===== src/design/vps_pkg.sv =====
// Shared package of the Verlet point-and-stick step block.
// Holds the word types, register codes, reset values and saturation helper.
// No dependencies; every other file of the block uses it.
package vps_pkg;

    localparam int unsigned DATA_W          = 32;
    localparam int unsigned UDATA_W         = 31;
    localparam int unsigned FRAC_BITS_DEF   = 16;
    localparam int unsigned STAGE_STEPS_DEF = 4;
    localparam int unsigned RAD_W           = 64;
    localparam int unsigned ROOT_W          = 32;
    localparam int unsigned NUM_W           = 63;
    localparam int unsigned DEN_W           = 33;
    localparam int unsigned QUO_W           = 32;
    localparam int unsigned CFG_IDX_W       = 3;

    typedef enum logic [CFG_IDX_W-1:0] {
        REG_TIME_STEP    = 3'd0,
        REG_GRAVITY_X    = 3'd1,
        REG_GRAVITY_Y    = 3'd2,
        REG_AREA_WIDTH   = 3'd3,
        REG_AREA_HEIGHT  = 3'd4,
        REG_POINT_RADIUS = 3'd5
    } cfg_reg_t;

    typedef enum logic {
        ACT_INTEGRATE = 1'b0,
        ACT_STICK     = 1'b1
    } action_t;

    localparam logic [UDATA_W-1:0]       RST_TIME_STEP    = 31'd65536;
    localparam logic signed [DATA_W-1:0] RST_GRAVITY_X    = 32'sd0;
    localparam logic signed [DATA_W-1:0] RST_GRAVITY_Y    = 32'sd655360;
    localparam logic [UDATA_W-1:0]       RST_AREA_WIDTH   = 31'd41943040;
    localparam logic [UDATA_W-1:0]       RST_AREA_HEIGHT  = 31'd31457280;
    localparam logic [UDATA_W-1:0]       RST_POINT_RADIUS = 31'd327680;

    localparam logic signed [63:0] SAT_MAX = 64'sh0000_0000_7FFF_FFFF;
    localparam logic signed [63:0] SAT_MIN = -64'sh0000_0000_8000_0000;

    typedef struct packed {
        action_t                    action;
        logic signed [DATA_W-1:0]   a_pos_x;
        logic signed [DATA_W-1:0]   a_pos_y;
        logic signed [DATA_W-1:0]   a_prev_x;
        logic signed [DATA_W-1:0]   a_prev_y;
        logic                       a_movable;
        logic signed [DATA_W-1:0]   b_pos_x;
        logic signed [DATA_W-1:0]   b_pos_y;
        logic                       b_movable;
        logic [UDATA_W-1:0]         stick_length;
    } req_word_t;

    typedef struct packed {
        logic signed [DATA_W-1:0] new_a_x;
        logic signed [DATA_W-1:0] new_a_y;
        logic signed [DATA_W-1:0] new_a_prev_x;
        logic signed [DATA_W-1:0] new_a_prev_y;
        logic signed [DATA_W-1:0] new_b_x;
        logic signed [DATA_W-1:0] new_b_y;
    } rsp_word_t;

    // Saturates a wide signed value to the 32-bit two's complement range.
    function automatic logic signed [DATA_W-1:0] sat32(input logic signed [63:0] v);
        logic signed [DATA_W-1:0] r;
        if (v > SAT_MAX)
            r = 32'sh7FFF_FFFF;
        else if (v < SAT_MIN)
            r = 32'sh8000_0000;
        else
            r = v[DATA_W-1:0];
        return r;
    endfunction

endpackage


===== src/design/vps_isqrt.sv =====
// Pipelined integer square root, floor(sqrt(radicand)), STEPS result bits per stage.
// Depends on vps_pkg for the widths.
module vps_isqrt #(
    parameter int unsigned STEPS = vps_pkg::STAGE_STEPS_DEF
) (
    input  logic                        clk,
    input  logic                        en,
    input  logic [vps_pkg::RAD_W-1:0]   radicand,
    output logic [vps_pkg::ROOT_W-1:0]  root
);

    localparam int unsigned RAD_W  = vps_pkg::RAD_W;
    localparam int unsigned ROOT_W = vps_pkg::ROOT_W;
    localparam int unsigned REM_W  = ROOT_W + 4;
    localparam int unsigned NST    = (ROOT_W + STEPS - 1) / STEPS;

    logic [REM_W-1:0]  rem_reg  [NST];
    logic [ROOT_W-1:0] root_reg [NST];
    logic [RAD_W-1:0]  rad_reg  [NST];

    for (genvar k = 0; k < NST; k++) begin : g_stage
        logic [REM_W-1:0]  rem_in;
        logic [ROOT_W-1:0] root_in;
        logic [RAD_W-1:0]  rad_in;
        logic [REM_W-1:0]  rem_next;
        logic [ROOT_W-1:0] root_next;
        logic [RAD_W-1:0]  rad_next;

        if (k == 0) begin : g_first
            assign rem_in  = '0;
            assign root_in = '0;
            assign rad_in  = radicand;
        end else begin : g_rest
            assign rem_in  = rem_reg[k-1];
            assign root_in = root_reg[k-1];
            assign rad_in  = rad_reg[k-1];
        end

        // One result bit per step: bring down two radicand bits and try 4*root+1.
        always_comb begin
            logic [REM_W-1:0] rem_t;
            logic [REM_W-1:0] trial;
            rem_t     = '0;
            trial     = '0;
            rem_next  = rem_in;
            root_next = root_in;
            rad_next  = rad_in;
            for (int j = 0; j < STEPS; j++) begin
                if (k * STEPS + j < ROOT_W) begin
                    rem_t    = {rem_next[REM_W-3:0], rad_next[RAD_W-1 -: 2]};
                    trial    = REM_W'({root_next, 2'b01});
                    rad_next = rad_next << 2;
                    if (rem_t >= trial) begin
                        rem_next  = rem_t - trial;
                        root_next = {root_next[ROOT_W-2:0], 1'b1};
                    end else begin
                        rem_next  = rem_t;
                        root_next = {root_next[ROOT_W-2:0], 1'b0};
                    end
                end
            end
        end

        always_ff @(posedge clk) begin
            if (en)
            begin
                rem_reg[k]  <= rem_next;
                root_reg[k] <= root_next;
                rad_reg[k]  <= rad_next;
            end
        end
    end

    assign root = root_reg[NST-1];

endmodule


===== config.mk =====
export PLATFORM = sky130hd
export DESIGN_NAME = vps_isqrt
export DESIGN_NICKNAME = d
export VERILOG_FILES = /design/src/design/vps_pkg.sv /design/src/design/vps_isqrt.sv
export SDC_FILE = /design/constraint.sdc
export NUM_CORES = 2
export LEC_CHECK = 0
export BUFFER_PORTS_ARGS = -buffer_cell sky130_fd_sc_hd__buf_2
export CAP_MARGIN = 20
export CORE_ASPECT_RATIO = 1.1
export CORE_MARGIN = 4
export CORE_UTILIZATION = 34
export DETAILED_ROUTE_END_ITERATION = 10
export PLACE_DENSITY = 0.44
export RECOVER_POWER = 100
export SETUP_SLACK_MARGIN = 0.3
export SYNTH_ARGS = -nofsm -noshare
export SYNTH_HDL_FRONTEND = slang
export SYNTH_SLANG_ARGS = --single-unit

===== constraint.sdc =====
create_clock -name clk -period 15.6 [get_ports clk]
set_clock_uncertainty 0.1 [all_clocks]
set_input_delay 1.56 -clock clk [delete_from_list [all_inputs] [get_ports clk]]
set_output_delay 1.56 -clock clk [all_outputs]
set_load 0.005 [all_outputs]

==> impl_metrics.py <==
metrics = {
    "detailed_routing": {
        "dr.pass1.iters": 7,
        "drcViolationCount": 0,
        "detail_route.iter0.violations": 4285,
        "viasPerCell": 5.73,
        "wl_um": 239000,
        "postRouteAntennaNets": 0,
        "avgRoutedWirePerCell_um": 23.0,
        "vias": 59684,
    },
    "timing": {
        "rsz0062_at_grt": "false",
        "worst_pin_slew_ps": 6960,
        "timing.slew.headroom_pct": -364,
        "setup_violations": 0,
        "finalSetupTns_ps": 0,
        "hold_viol": 0,
        "final_min_period_over_clock_period_pct": 94.2,
        "fmax_mhz": 68.0,
        "maxSlewViolCount": 690,
        "period_minus_slack_ps": 14700,
    },
    "floorplanning": {
        "start_util_pct": 34.1,
        "die_h_um": 467,
        "core_area_sq_um": 190000,
        "top_level_ports": 98,
        "rows": 168,
        "die-area_sq_um": 198000,
        "die_x_um": 425,
    },
    "worst_setup_path": {
        "reg2reg_depth": 42,
        "cp.arrival_ps": 14930,
        "worst_path_most_repeated_cell": "a21o_1",
        "start_kind": "flip-flop",
        "critPathMaxStageDelay_ps": 890,
        "end_kind": "flip-flop",
        "crit_type": "flip-flop to flip-flop",
        "critical-path-slowest-cell": "clkbuf_1",
        "crit_family": "compound AO/OA/AOI/OAI gates",
        "critPathLaunch": "root_reg[0][32]",
        "worst-r2r-setup-slack_ps": 900,
        "required_ps": 15820,
        "worstReg2RegEnd": "rem_reg[2][5]",
        "cp_num_buf_inv": 7,
        "worstReg2RegStart": "root_reg[0][32]",
        "cp_max_fo": 25,
        "crit_cells": 42,
        "endpoint": "rem_reg[2][5]",
    },
    "cts": {
        "cts_hold_buf": 0,
        "root_buffer": "clkbuf_16",
        "clkTransAtPathRegs_ps": 70,
        "insertion_delay_ps": 740,
        "cts.sinks": 606,
        "cts-buffers-inserted": 78,
        "htree_levels": 3,
        "cts_tree": "done",
        "clockBufferDepth": 3,
    },
    "global_routing": {
        "grt_pass1_vias": 57695,
        "grt_pass1_wl_um": 358000,
        "grt_usage_pct": 23.3,
        "grt_max_degree": 124,
        "grt.overflow.total": 0,
        "antenna_found_initial": 5,
    },
    "finish": {
        "nNetsFinal": 8419,
        "mostFrequentLayoutCell": "a21oi_1",
        "final_cells": 10408,
        "drive_above_1_share_pct": 6.01,
        "areaGrowthSynthToFinish_pct": 8.91,
        "largest_reg_flops": 238,
        "final_cell_mix": "717 x a21oi_1, 700 x nand2_1, 632 x nor2_1",
    },
    "logic_synthesis": {
        "syn_inst": 7802,
        "ys_ff_latch": 606,
        "synth_largest_area_cell": "edfxtp_1",
        "ys_top_cells_by_area": "edfxtp_1 28%, ha_1 11%, xnor2_1 6.3%",
        "syn_area_sq_um": 65000,
        "synth_top_area_share_pct": 28.0,
        "ys_types": 118,
        "ys.flop_type": "edfxtp_1",
        "yosys_warnings": 0,
        "synth-edff-count": 606,
        "syn_avg_cell_area_sq_um": 8.33,
        "synth_async_sr_flop_share_pct": 0,
        "yosysSeqAreaShare_pct": 28.0,
    },
    "hold_path": {
        "hold_path_class": "flip-flop to flip-flop",
        "holdCritStartpoint": "rad_reg[2][37]",
    },
    "pwr": {
        "p_leak_nw": 28.2,
        "irDropWorstVdd_v": 0.000205,
        "power_w": 0.0190,
        "pwr_density_cell_nw_per_um2": 269,
    },
    "place": {
        "numPortBuffers": 97,
        "hpwl_um": 196000,
        "place_congestion": 0.920,
        "dp_cells": 10258,
    },
    "outcome": {
        "violations": "capacitance limit, slew limit",
        "run_status": "finished with violations",
    },
    "run": {
        "cap_violations": 10,
    },
}
## worst min path at each step
| stage | to | slack [ps] | cells after the start |
|---|---|---|---|
| finish | rad_reg[3][45] | 300 | 0 |
| global route | rad_reg[4][49] | 320 | 0 |
| CTS | rad_reg[3][45] | 300 | 0 |
| detailed placement | rad_reg[1][21] | 300 | 0 |
| global placement | rad_reg[3][48] | 300 | 0 |
| floorplan | rad_reg[1][10] | 300 | 0 |
## cell type report
class / count / area, sq um
Clock inverter: 51 / 677
Fill cell: 19894 / 120000
Tap cell: 2550 / 3190
Clock buffer: 91 / 2000
Antenna cell: 3 / 7.51
Inverter: 381 / 1450
Sequential cell: 606 / 18200
Multi-Input combinational cell: 6556 / 44300
Timing Repair Buffer: 170 / 973
## cell usage after synthesis, types with 33 or more instances
| cell type | n |
|---|---|
| nand2_1 | 699 |
| o21bai_1 | 76 |
| or4_1 | 33 |
| a21oi_1 | 719 |
| nor4b_1 | 35 |
| nor2_1 | 633 |
| nor3_1 | 197 |
| o21ai_0 | 454 |
| o31ai_1 | 73 |
| edfxtp_1 | 606 |
| nor4_1 | 99 |
| clkbuf_1 | 196 |
| xnor2_1 | 469 |
| inv_1 | 367 |
| mux2_2 | 69 |
| ha_1 | 560 |
| mux2i_1 | 41 |
| nand2b_1 | 105 |
| o211ai_1 | 57 |
| o21a_1 | 83 |
| and2_1 | 67 |
| nor2b_1 | 76 |
| and4_1 | 37 |
| or2_2 | 48 |
| and3_1 | 92 |
| nand3_1 | 233 |
| a21o_1 | 315 |
| a31oi_1 | 89 |
| nor3b_1 | 37 |
| a211oi_1 | 68 |
| or3_1 | 79 |
| nand4_1 | 155 |
| xor2_1 | 273 |
## logic make-up after synthesis
logic type               share of synthesized area (%)
AND/OR/NAND/NOR                                   21.5
AO/OA/AOI/OAI                                     24.0
XOR/XNOR                                          10.0
buffers and inverters                             3.84
flip-flops                                        28.0
adder cells (fa/ha/maj)                           10.8
multiplexers                                      1.90
other                                          0.00577
## where the power goes
part	internal (W)	total [W]	switching (W)
Clock	0.00112	0.00191	0.000789
Sequential	0.00246	0.00281	0.000353
Combinational	0.00552	0.0143	0.00880
Total	0.00909	0.0190	0.00994
## stage by stage
stage | hold slack, ps | area (sq um) | utilization [%] | setup slack (ps)
3_5_place_dp | 305 | 68200 | 35.8 | 806
4_1_cts | 303 | 70900 | 37.2 | 742
5_1_grt | 318 | 70800 | 37.2 | 158
2_1_floorplan | 300 | 65000 | - | 2310
6_report | 305 | 70800 | 37.2 | 898
3_3_place_gp | 300 | 68200 | 35.8 | 723
## what timing repair did
item / in CTS / in global routing
endpoints found under the setup margin: 0 / 84
setup buffers: 0 / 3
gates resized for setup: 0 / 11
endpoints found under the hold margin: 0 / 0
## layer usage
| layer | track usage [%] | up-vias | routed length [um] |
|---|---|---|---|
| li1 | - | 29311 | - |
| met1 | 28.4 | 28704 | 101000 |
| met2 | 42.1 | 1336 | 120000 |
| met3 | 2.04 | 333 | 8090 |
| met4 | 9.35 | 0 | 10200 |
| met5 | 0 | - | 0 |
Power figures use the tool's default switching activity.
